===== src/hdl/llt_pkg.sv =====
package llt_pkg;

  localparam int TABLE_DEPTH_DEF = 64;
  localparam int KEY_BITS_DEF    = 32;
  localparam int AGENT_BITS_DEF  = 8;

  localparam int TIME_W   = 32;
  localparam int CFG_W    = 32;
  localparam int PADDR_W  = 3;

  localparam logic [CFG_W-1:0] STALE_WINDOW_RST = 32'd30000;

  // register index, taken from paddr[2]
  localparam logic REG_STALE_WINDOW = 1'b0;

  localparam logic [1:0] MODE_ACQUIRE = 2'd0;
  localparam logic [1:0] MODE_RELEASE = 2'd1;
  localparam logic [1:0] MODE_CHECK   = 2'd2;
  localparam logic [1:0] MODE_NONE    = 2'd3;

  localparam logic [2:0] ST_SUCCESS  = 3'd0;
  localparam logic [2:0] ST_MINE     = 3'd1;
  localparam logic [2:0] ST_OTHER    = 3'd2;
  localparam logic [2:0] ST_FULL     = 3'd3;
  localparam logic [2:0] ST_NOTFOUND = 3'd4;
  localparam logic [2:0] ST_NOTOWNED = 3'd5;

  typedef struct packed {
    logic [1:0]  mode;
    logic [31:0] resource_key;
    logic [7:0]  agent_id;
    logic [31:0] now_time;
    logic        last_in_txn;
  } req_t;

  typedef struct packed {
    logic       ok;
    logic [2:0] status;
    logic       txn_all_ok;
  } resp_t;

endpackage


===== src/hdl/llt_table.sv =====
module llt_table import llt_pkg::*; #(
  parameter int DEPTH = TABLE_DEPTH_DEF,
  parameter int WIDTH = KEY_BITS_DEF + AGENT_BITS_DEF + TIME_W,
  localparam int ADDR_W = $clog2(DEPTH)
) (
  input  logic              clk,
  input  logic              we,
  input  logic [ADDR_W-1:0] waddr,
  input  logic [WIDTH-1:0]  wdata,
  input  logic              re,
  input  logic [ADDR_W-1:0] raddr,
  output logic [WIDTH-1:0]  rdata
);

  logic [WIDTH-1:0] mem [DEPTH];

  always_ff @(posedge clk) begin
    if (we) begin
      mem[waddr] <= wdata;
    end
    if (re) begin
      rdata <= mem[raddr];
    end
  end

endmodule


===== config.mk =====
export PLATFORM = sky130hd
export DESIGN_NAME = llt_table
export DESIGN_NICKNAME = d
export VERILOG_FILES = /design/src/hdl/llt_pkg.sv /design/src/hdl/llt_table.sv
export SDC_FILE = /design/constraint.sdc
export NUM_CORES = 2
export LEC_CHECK = 0
export BUFFER_PORTS_ARGS = -buffer_cell sky130_fd_sc_hd__buf_2
export CELL_PAD_IN_SITES_DETAIL_PLACEMENT = 0
export CELL_PAD_IN_SITES_GLOBAL_PLACEMENT = 1
export CORE_MARGIN = 2
export CORE_UTILIZATION = 25
export DETAILED_ROUTE_END_ITERATION = 10
export PLACE_DENSITY = 0.46
export SKIP_CTS_REPAIR_TIMING = 1
export SLEW_MARGIN = 25
export SYNTH_ARGS = -nofsm -noshare
export SYNTH_HDL_FRONTEND = slang
export SYNTH_MEMORY_MAX_BITS = 65536
export SYNTH_SLANG_ARGS = --single-unit

===== constraint.sdc =====
create_clock -name clk -period 6.6 [get_ports clk]
set_input_delay 0.66 -clock clk [delete_from_list [all_inputs] [get_ports clk]]
set_output_delay 0.66 -clock clk [all_outputs]
set_load 0.02 [all_outputs]

==> flow_summary.json <==
{
  "hold_start": "wdata[44]",
  "slew_headroom_pct": 20.5,
  "cp-start-kind": "input port",
  "synth_xor_xnor_area_share_pct": 0,
  "p_comb_share_pct": 4.8,
  "clk_pin_slew_ns": 0.06,
  "die_x_um": 843,
  "grt_start_max_net_pins": 111,
  "drtAntennaViolNets": 0,
  "yosys.area_share.adder_pct": 0,
  "final_max_slew_viol_count": 0,
  "synth_warnings": 0,
  "avgRoutedWirePerCell_um": 34.7,
  "synth_fp_nets": 7392,
  "cts_tree": "built",
  "drtIter0Drc": 10400,
  "synthDistinctLibCells": 26,
  "reg2reg_slack_ns": 4.50,
  "powerDensity_nw_per_um2": 304,
  "clk_path_buf_depth": 4,
  "track_usage_pct": 16.6,
  "hold_violations": 0,
  "syn_to_final_growth_pct": 16.9,
  "placed_cells": 16600,
  "tightest_slew_ns": 1.19,
  "place.gp.congestion": 0.721,
  "power.internal_mw": 48.8,
  "numCtsBuffers": 473,
  "synth.area.mux_share_pct": 15.4,
  "synth-seq-cells": 4680,
  "firstDrtPassIters": 6,
  "synth_compound_area_share_pct": 2.73,
  "finalSetupTns_ns": 0,
  "ctsRootBufferMaster": "clkbuf_16",
  "synth_top_family_by_area": "multiplexers",
  "layoutNonFillerInstCount": 17500,
  "core.rowCount": 308,
  "p_switching_mw": 13.8,
  "finalCriticalPeriod_ns": 2.98,
  "antenna_found_initial": 56,
  "p_leak_nw": 61.8,
  "switching_share_pct": 22.1,
  "status": "completed",
  "endpoint_kind": "register",
  "coreArea_sq_um": 703000,
  "clock_latency_ns": 1.07,
  "fin_nets": 7877,
  "min_period_over_period_pct": 45.1,
  "h-tree-depth": 5,
  "r2r_start": "mem[24][41]",
  "fmax_mhz": 336,
  "drt_wl_total_mm": 607,
  "avgSynthCellArea_sq_um": 24.1,
  "clkSinkCount": 4680,
  "rsz0062_at_grt": "no",
  "drc": 0,
  "clock_skew_ns": 0.0555,
  "vias_per_cell": 4.91,
  "fp.dieH_um": 843,
  "pin_count": 159,
  "hold_end": "mem[17][44]",
  "setup_viol": 0,
  "p_clk_share_pct": 42.2,
  "start_util_pct": 25.0,
  "grt_overflow": 0,
  "critical_path_class": "input port to register",
  "crit_required_ns": 7.53,
  "drive_gt1_share_pct": 28.0,
  "ys_seq_area_share_pct": 79.9,
  "hold_class": "input port to register",
  "arrival_ns": 3.90,
  "grt_pass1_wl_mm": 810,
  "hold_path_depth": 1,
  "vdd_drop_max_mv": 0.249,
  "vias": 85800,
  "yosys.area_share.simple_pct": 0.878,
  "die-area_sq_um": 710000,
  "cap_violations": 0,
  "cp_max_fo": 60,
  "synth_area_sq_um": 176000,
  "p_seq_share_pct": 52.9,
  "r2r-end": "rdata[41]",
  "io_buffers": 158,
  "r2r_cells": 4,
  "first_global_vias": 87600,
  "dp_hpwl_mm": 319,
  "syn_inst": 7305
}
critical path: stages:
cell and delay (ns):
buf_8 0.39, nand3b_1 0.34, buf_4 0.81, o22ai_1 0.32
a211oi_1 0.94, o211a_1 0.22
sequential cells by signal, indices dropped and copies added (netlist names):
signal / cells
rdata: 72
mem: 4608
cell type report:
| class | count | area [sq um] |
|---|---|---|
| diodes | 11 | 27.5 |
| fillers | 67900 | 497000 |
| clock inverters | 268 | 2570 |
| flip-flops and latches | 4680 | 141000 |
| repair buffers | 428 | 4630 |
| multi-input cells | 2207 | 34000 |
| well taps | 9300 | 11600 |
| clock buffers | 591 | 12300 |
how the worst max path moves through the flow:
stage / from / endpoint / cells after the start
CTS: raddr[2] / rdata[13] / 6
floorplan: waddr[5] / mem[39][0] / 4
global placement: raddr[2] / rdata[19] / 6
detailed placement: raddr[2] / rdata[13] / 6
finish: raddr[2] / rdata[13] / 6
global route: waddr[2] / mem[13][56] / 5
layout by cell type (no fill, tap or decap), types with 3 or more instances in the layout:
master / n
nand2_1: 6
and2_4: 3
clkinvlp_4: 7
clkinv_8: 3
o221ai_1: 54
or3_1: 3
o211a_1: 72
buf_4: 207
or3b_2: 3
a211oi_2: 3
buf_16: 9
nor2b_4: 5
diode_2: 11
edfxtp_1: 4680
nand3_1: 126
clkbuf_1: 116
clkbuf_16: 475
buf_2: 91
nor2b_1: 4
clkinv_2: 63
nand2b_4: 3
a22oi_1: 288
mux4_2: 1152
nand2b_1: 3
inv_16: 7
bufinv_16: 40
nor2_1: 56
nor2_4: 64
buf_12: 115
mux2i_1: 108
clkinv_16: 7
nand3b_1: 26
nand2b_2: 3
o22ai_1: 144
clkinv_1: 128
inv_6: 9
a211oi_1: 69
synth_stat cells:
| library cell | count | area (sq um) |
|---|---|---|
| edfxtp_1 | 4680 | 141000 |
| o211a_1 | 72 | 721 |
| buf_6 | 2 | 22.5 |
| or3b_2 | 4 | 35.0 |
| nor3_1 | 2 | 10.0 |
| or3_1 | 3 | 18.8 |
| nand2_1 | 8 | 30.0 |
| o221ai_1 | 54 | 473 |
| nor2b_1 | 9 | 56.3 |
| buf_2 | 190 | 951 |
| mux4_2 | 1152 | 25900 |
| buf_1 | 27 | 101 |
| nand2b_1 | 9 | 56.3 |
| a22oi_1 | 288 | 2160 |
| o22ai_1 | 144 | 901 |
| a211oi_1 | 72 | 541 |
| and2_1 | 3 | 18.8 |
| nand4_1 | 2 | 12.5 |
| nand3b_1 | 26 | 195 |
| or2_2 | 2 | 12.5 |
| clkbuf_1 | 143 | 537 |
| mux2i_1 | 108 | 1080 |
| buf_4 | 56 | 420 |
| nand4b_1 | 1 | 8.76 |
| nand3_1 | 128 | 641 |
| nor2_1 | 120 | 450 |
metal layers:
metal | GRT usage [%] | share of wire (%) | routed length (um) | up-vias
li1 | - | - | - | 32900
met4 | 3.06 | 1.9 | 11700 | 12
met5 | 0 | 0.013 | 80 | -
met2 | 27.1 | 48 | 289000 | 3138
met3 | 2.23 | 6.0 | 36600 | 684
met1 | 23.9 | 44 | 269000 | 49000
cells by family after synthesis:
logic type / after synthesis
compound gates: 630
flops: 4680
buf+inv: 418
simple gates: 317
mux: 1260
power groups by stage:
stage	Combinational, mW	Clock, mW	Sequential [mW]
2_1_floorplan	1.51	0	33.7
3_3_place_gp	3.02	0	33.8
3_5_place_dp	3.08	0	33.8
4_1_cts	3.09	27.0	33.2
5_1_grt	3.21	28.2	33.1
6_report	3.03	26.4	33.1
stage by stage:
stage / setup WS, ns / hold WS, ns / utilization, % / power, mW / instance area (sq um)
global placement: 2.23 / 0.902 / 27.1 / 36.8 / 190000
global route: 3.61 / 0.0285 / 29.3 / 64.5 / 206000
floorplan: 1.56 / 0.759 / - / 35.2 / 176000
finish: 3.62 / 0.0674 / 29.3 / 62.6 / 206000
detailed placement: 2.49 / 0.881 / 27.1 / 36.9 / 191000
CTS: 3.65 / -0.0128 / 29.2 / 63.3 / 205000
No activity file was read; power rests on OpenSTA's default activity.
