### config.mk
export PLATFORM = sky130hd
export DESIGN_NAME = llt_engine
export DESIGN_NICKNAME = d
export VERILOG_FILES = /design/src/hdl/llt_pkg.sv /design/src/hdl/llt_engine.sv
export SDC_FILE = /design/constraint.sdc
export NUM_CORES = 1
export LEC_CHECK = 0
export BUFFER_PORTS_ARGS = -buffer_cell sky130_fd_sc_hd__buf_2
export CORE_MARGIN = 2
export CORE_UTILIZATION = 55
export CTS_CLUSTER_SIZE = 25
export DETAILED_ROUTE_END_ITERATION = 6
export MAX_ROUTING_LAYER = met4
export PLACE_DENSITY = 0.85
export SLEW_MARGIN = 5
export SYNTH_ARGS = -nofsm -noshare
export SYNTH_HDL_FRONTEND = slang
export SYNTH_SLANG_ARGS = --single-unit
### constraint.sdc
create_clock -name clk -period 15 [get_ports clk]
set_input_delay 0.75 -clock clk [delete_from_list [all_inputs] [get_ports clk]]
set_output_delay 0.75 -clock clk [all_outputs]
set_load 0.02 [all_outputs]
### src/hdl/llt_pkg.sv
package llt_pkg;

  localparam int TABLE_DEPTH_DEF = 64;
  localparam int KEY_BITS_DEF    = 32;
  localparam int AGENT_BITS_DEF  = 8;

  localparam int TIME_W   = 32;
  localparam int CFG_W    = 32;
  localparam int PADDR_W  = 3;

  localparam logic [CFG_W-1:0] STALE_WINDOW_RST = 32'd30000;

  // register index, taken from paddr[2]
  localparam logic REG_STALE_WINDOW = 1'b0;

  localparam logic [1:0] MODE_ACQUIRE = 2'd0;
  localparam logic [1:0] MODE_RELEASE = 2'd1;
  localparam logic [1:0] MODE_CHECK   = 2'd2;
  localparam logic [1:0] MODE_NONE    = 2'd3;

  localparam logic [2:0] ST_SUCCESS  = 3'd0;
  localparam logic [2:0] ST_MINE     = 3'd1;
  localparam logic [2:0] ST_OTHER    = 3'd2;
  localparam logic [2:0] ST_FULL     = 3'd3;
  localparam logic [2:0] ST_NOTFOUND = 3'd4;
  localparam logic [2:0] ST_NOTOWNED = 3'd5;

  typedef struct packed {
    logic [1:0]  mode;
    logic [31:0] resource_key;
    logic [7:0]  agent_id;
    logic [31:0] now_time;
    logic        last_in_txn;
  } req_t;

  typedef struct packed {
    logic       ok;
    logic [2:0] status;
    logic       txn_all_ok;
  } resp_t;

endpackage

### src/hdl/llt_engine.sv
module llt_engine import llt_pkg::*; #(
  parameter int TABLE_DEPTH = TABLE_DEPTH_DEF,
  parameter int KEY_BITS    = KEY_BITS_DEF,
  parameter int AGENT_BITS  = AGENT_BITS_DEF,
  localparam int IDX_W = $clog2(TABLE_DEPTH),
  localparam int CNT_W = $clog2(TABLE_DEPTH + 1),
  localparam int ENT_W = KEY_BITS + AGENT_BITS + TIME_W
) (
  input  logic             clk,
  input  logic             rst,
  input  logic [CFG_W-1:0] stale_window,
  input  logic             req_valid,
  output logic             req_stall,
  input  req_t             req_data,
  output logic             resp_valid,
  input  logic             resp_stall,
  output resp_t            resp_data,
  output logic             mem_we,
  output logic [IDX_W-1:0] mem_waddr,
  output logic [ENT_W-1:0] mem_wdata,
  output logic             mem_re,
  output logic [IDX_W-1:0] mem_raddr,
  input  logic [ENT_W-1:0] mem_rdata
);

  typedef enum logic [1:0] {IDLE, SCAN, FINISH} state_t;

  state_t                state;
  req_t                  req;
  logic [KEY_BITS-1:0]   key;
  logic [AGENT_BITS-1:0] agent;
  logic [CNT_W-1:0]      issue_cnt;
  logic                  rd_vld;
  logic [IDX_W-1:0]      rd_ptr;
  logic                  hit;
  logic [AGENT_BITS-1:0] hit_owner;
  logic [CNT_W-1:0]      used_count;
  logic                  txn_accum;

  logic [KEY_BITS-1:0]   ent_key;
  logic [AGENT_BITS-1:0] ent_owner;
  logic [TIME_W-1:0]     ent_time;
  logic [TIME_W-1:0]     age;
  logic                  stale;
  logic                  live_raw;
  logic                  key_match;
  logic                  own_match;
  logic                  issue;
  logic                  scan_done;
  logic                  full;
  logic                  slot_free;
  logic                  commit;
  logic                  append;
  logic                  stale_wr;
  logic                  rel_wr;
  resp_t                 result;
  logic                  txn_next;

  assign ent_key   = mem_rdata[ENT_W-1 -: KEY_BITS];
  assign ent_owner = mem_rdata[TIME_W +: AGENT_BITS];
  assign ent_time  = mem_rdata[TIME_W-1:0];

  // wraps mod 2^32, so a clock that went backwards looks old
  assign age       = req.now_time - ent_time;
  assign stale     = age > stale_window;
  assign live_raw  = ent_owner != '0;
  assign key_match = ent_key == key;
  assign own_match = ent_owner == agent;

  assign issue     = (state == SCAN) && (issue_cnt != used_count);
  assign scan_done = (state == SCAN) && !issue && !rd_vld;
  assign full      = used_count == CNT_W'(TABLE_DEPTH);
  assign slot_free = !resp_valid || !resp_stall;
  assign commit    = (state == FINISH) && slot_free;
  assign append    = commit && (req.mode == MODE_ACQUIRE) && !full && !hit;

  assign stale_wr  = rd_vld && (req.mode == MODE_ACQUIRE) && stale;
  assign rel_wr    = rd_vld && (req.mode == MODE_RELEASE) && !hit && live_raw
                     && key_match && own_match;

  assign mem_we    = stale_wr || rel_wr || append;
  assign mem_waddr = append ? used_count[IDX_W-1:0] : rd_ptr;
  assign mem_wdata = append ? {key, agent, req.now_time}
                            : {ent_key, {AGENT_BITS{1'b0}}, ent_time};
  assign mem_re    = issue;
  assign mem_raddr = issue_cnt[IDX_W-1:0];

  assign req_stall = state != IDLE;

  always_comb begin
    result   = '0;
    txn_next = txn_accum;
    case (req.mode)
      MODE_ACQUIRE: begin
        if (full) begin
          result.status = ST_FULL;
        end else if (hit) begin
          result.ok     = hit_owner == agent;
          result.status = (hit_owner == agent) ? ST_MINE : ST_OTHER;
        end else begin
          result.ok     = 1'b1;
          result.status = ST_SUCCESS;
        end
      end
      MODE_RELEASE: begin
        result.ok     = hit;
        result.status = hit ? ST_SUCCESS : ST_NOTFOUND;
      end
      MODE_CHECK: begin
        result.ok         = hit;
        result.status     = hit ? ST_SUCCESS : ST_NOTOWNED;
        result.txn_all_ok = txn_accum & hit;
        txn_next          = req.last_in_txn ? 1'b1 : (txn_accum & hit);
      end
      default: begin
        result = '0;
      end
    endcase
  end

  always_ff @(posedge clk) begin
    if (rst) begin
      state      <= IDLE;
      used_count <= '0;
      txn_accum  <= 1'b1;
      resp_valid <= 1'b0;
      rd_vld     <= 1'b0;
    end else begin
      if (resp_valid && !resp_stall && !commit) begin
        resp_valid <= 1'b0;
      end
      case (state)
        IDLE: begin
          rd_vld <= 1'b0;
          if (req_valid) begin
            req       <= req_data;
            key       <= KEY_BITS'(req_data.resource_key);
            agent     <= AGENT_BITS'(req_data.agent_id);
            hit       <= 1'b0;
            issue_cnt <= '0;
            if (req_data.mode == MODE_NONE || (req_data.mode == MODE_ACQUIRE && full)) begin
              state <= FINISH;
            end else begin
              state <= SCAN;
            end
          end
        end
        SCAN: begin
          rd_vld <= issue;
          if (issue) begin
            issue_cnt <= issue_cnt + 1'b1;
            rd_ptr    <= issue_cnt[IDX_W-1:0];
          end
          if (rd_vld) begin
            case (req.mode)
              MODE_ACQUIRE: begin
                // stale entries are freed on the same pass that looks for the key
                if (!hit && live_raw && !stale && key_match) begin
                  hit       <= 1'b1;
                  hit_owner <= ent_owner;
                end
              end
              MODE_RELEASE: begin
                if (rel_wr) begin
                  hit <= 1'b1;
                end
              end
              MODE_CHECK: begin
                if (live_raw && key_match && own_match) begin
                  hit <= 1'b1;
                end
              end
              default: begin
                hit <= hit;
              end
            endcase
          end
          if (scan_done) begin
            state <= FINISH;
          end
        end
        FINISH: begin
          rd_vld <= 1'b0;
          if (slot_free) begin
            resp_valid <= 1'b1;
            resp_data  <= result;
            txn_accum  <= txn_next;
            if (append) begin
              used_count <= used_count + 1'b1;
            end
            state <= IDLE;
          end
        end
        default: begin
          state <= IDLE;
        end
      endcase
    end
  end

  a_count_bound: assert property (@(posedge clk) disable iff (rst)
    used_count <= CNT_W'(TABLE_DEPTH))
    else $error("used_count above table depth");

  a_count_step: assert property (@(posedge clk) disable iff (rst)
    used_count != $past(used_count) |-> used_count == $past(used_count) + 1'b1)
    else $error("used_count moved by other than one");

  a_no_same_entry: assert property (@(posedge clk) disable iff (rst)
    mem_we && mem_re |-> mem_waddr != mem_raddr)
    else $error("write and read of the same entry in one cycle");

  a_rd_in_scan: assert property (@(posedge clk) disable iff (rst)
    rd_vld |-> state == SCAN)
    else $error("read data outside scan");

  a_append_not_full: assert property (@(posedge clk) disable iff (rst)
    append |-> !full)
    else $error("append into a full table");

  a_status_range: assert property (@(posedge clk) disable iff (rst)
    resp_valid |-> resp_data.status <= ST_NOTOWNED)
    else $error("status code out of range");

endmodule

==> metrics.md <==
| Metric | Value |
|---|---|
| Post-synth cell types | 61 |
| Worst hold path startpoint | req[0]$_DFFE_PP_ |
| Period utilization | 0.3751 |
| DRT iter0 DRCs | 551 |
| TNS Setup | 0 ns |
| Post-cts resize count | 0 |
| Setup Skew | 0.01062 ns |
| Worst setup SP type | primary input |
| Setup violations, final | 0 |
| DR WL/cell | 17.21 um |
| Crit Path Class | primary input to primary output |
| Arrival time of the worst setup path | 4.88 ns |
| Critical path endpoint category | primary output |
| Largest cells by area after synthesis | edfxtp_1, ha_1, xnor2_1 |
| Vias in the first global route | 7187 |
| Syn. warnings | 0 |
| Most frequent cells in the layout | buf_2, edfxtp_1, inv_1, ha_1, xnor2_1 |
| Syn Nets | 1096 |
| CTS tree | built |
| Nets | 1366 |
| Worst Path Max Fanout | 5 |
| Max Slew Vio Count | 0 |
| # DRC | 0 |
| RSZ-0062 raised after global routing | false |
| Row Count | 44 |
| Setup bufs post-CTS | 0 |
| Post-synthesis cell count | 842 |
| Share of layout cells above drive strength 1 | 0.3244 |
| Post-route worst setup slack | 9.373 ns |
| Crit path required time | 14.25 ns |
| Initial antenna violation count | 3 |
| Rel. slew slack | 0.3019 |
| First-pass GRT wire length | 35220 um |
| TritonRoute pass-1 iters | 5 |
| Area of the mapped netlist | 8253 um^2 |
| Top cell type's share of synthesized area | 0.3711 |
| Peak supply drop | 94.69 uV |
| Synth area leader | edfxtp_1 |
| Die ar. | 16000 um^2 |
| Vias per cell | 5.600 |
| Clock latency on the worst-skew pair | 0.42 ns |
| Slew @ Worst Pin | 1.038 ns |
| Dpl ws | 9.360 ns |
| Clk slew on worst S/H paths | 0.06 ns |
| Number of synthesized register bits | 114 |
| CTS root buffer | clkbuf_16 |
| HP Class | register to register |
| Sequential area share after synthesis | 0.4002 |
| GRT Util Overall | 0.2887 |
| CTS H-tree depth | 4 |
| Dpl hpwl | 17780 um |
| Die Height | 126.5 um |
| Placed insts | 1277 |
| Final hold viol count | 0 |
| TritonCTS Buffers | 17 |
| Max-capacitance violation count | 0 |
| Gpl congestion | 0.9769 |
| DP Area | 9758 um^2 |
| Ys flop type | edfxtp_1 |
| CP Launch Point | mem_rdata[0] |
| Initial Util | 0.5657 |
| Total gr overflow | 0 |
| Reg2Reg Setup Slack | 10.30 ns |
| RR Startpoint | req[1]$_DFFE_PP_ |
| Clock sinks | 114 |
| Min cycle time layout | 5.627 ns |
| I/O Buffers | 275 |
| Mean Syn Cell Area | 9.802 um^2 |
| Core Region | 14590 um^2 |
| Fmax | 177.7 MHz |
| Non-filler instance count after layout | 1312 |
| I/O pin total | 276 |
| Die width | 126.5 um |
| Ys async rst share | 0 |
| Post-synth EDFFs | 102 |
| Final instance area | 10360 um^2 |
| Power Density | 97.85 nW/um^2 |
| Leakage power | 0.004613 uW |
| Routed Antenna Nets | 0 |
| Most common cell after layout, fill and taps aside | buf_2 |
| Clock Path Buffers | 2 |
| Area grow syn2layout | 25.58% |
| Largest net degree at the start of global routing | 70 |
| Total Wirelength | 22580 um |
| CTS Hold Bufs | 0 |
| Via count | 7347 |
| Status | completed |
## cells by family (layout without fill, tap and decap cells)
family	after synthesis	count (layout)	synth area share
compound gates	171	171	0.1307
xor+xnor	89	89	0.09445
fa+ha+maj	71	71	0.1086
buf+inv	110	393	0.05503
flops	114	114	0.4002
mux	41	41	0.05579
other cells	0	3	0
simple gates	246	246	0.1552
## power breakdown
| part | internal [uW] | leakage [uW] | total (uW) | switching, uW |
|---|---|---|---|---|
| combinational | 98.0 | 0.00328 | 225 | 127 |
| sequential | 363 | 0.00104 | 374 | 11.1 |
| clock | 250 | 0.000291 | 415 | 165 |
| total | 711 | 0.00461 | 1010 | 303 |
## worst max-delay path, cell delays in order
cell and delay [ns]:
buf_2 0.12, ha_1 0.17, inv_1 0.05, fa_1 0.39
a21o_1 0.20, a221o_1 0.34, o221ai_2 0.24, a21oi_2 0.14
a41oi_1 0.28, a31oi_1 0.13, xor2_1 0.16, ha_1 0.29
nand2_1 0.08, nor3_1 0.32, nand4_1 0.15, nor2b_1 0.17
o31ai_1 0.07, o21ai_0 0.24, a311o_1 0.39, buf_2 0.17
## cell type report
type                       count  area (um^2)
multi-input combinational    618         4507
antenna                        3        7.507
fill                        1090         4225
inverter                      81        304.0
sequential                   114         3303
tap                          184        230.2
timing repair buffer         280         1414
clock inverter                15        172.7
clock buffer                  17        425.4
## routing by layer
layer,vias up,share of wire,GRT usage
met3,28,0.064,0.06706
met5,-,0,-
met1,3441,0.41,0.3353
met4,0,0.019,0.08403
li1,3574,-,-
met2,304,0.51,0.5002
## cells in the mapped netlist (all sizes together) (10+ instances only)
master,n
nand2,65
mux2,40
o21ai,51
a21oi,44
nor2b,10
buf,15
clkbuf,14
dfxtp,12
nand3,16
xnor2,67
a21o,22
edfxtp,102
ha,70
nor2,43
nand4,27
xor2,22
and2,13
inv,81
nor3,19
nand2b,11
## path summary, 6_finish.rpt
path	end	depth (start not counted)
worst max-delay path	mem_we	20
worst min-delay path	txn_accum$_SDFFE_PP1P_	2
worst max register to register	hit_owner[0]$_DFFE_PP_	20
worst min register to register	txn_accum$_SDFFE_PP1P_	2
## through the flow
stage	hold WS, ns	utilization	total power, uW
final	0.4832	0.7104	1014
after floorplan	0.4350	-	530.6
after global placement	0.4502	0.6689	599.6
after CTS	0.4741	0.7099	1017
after detailed placement	0.4545	0.6689	602.6
after global routing	0.4805	0.7104	1058
## registers in the layout (all words and copies together), names as in the netlist
signal,flops
req,35
key,32
agent,8
hit_owner,8
issue_cnt,7
used_count,7
rd_ptr,6
resp_data,5
state,2
hit,1
rd_vld,1
resp_valid,1
txn_accum,1
Note: power is estimated with default switching activity, not from simulation.
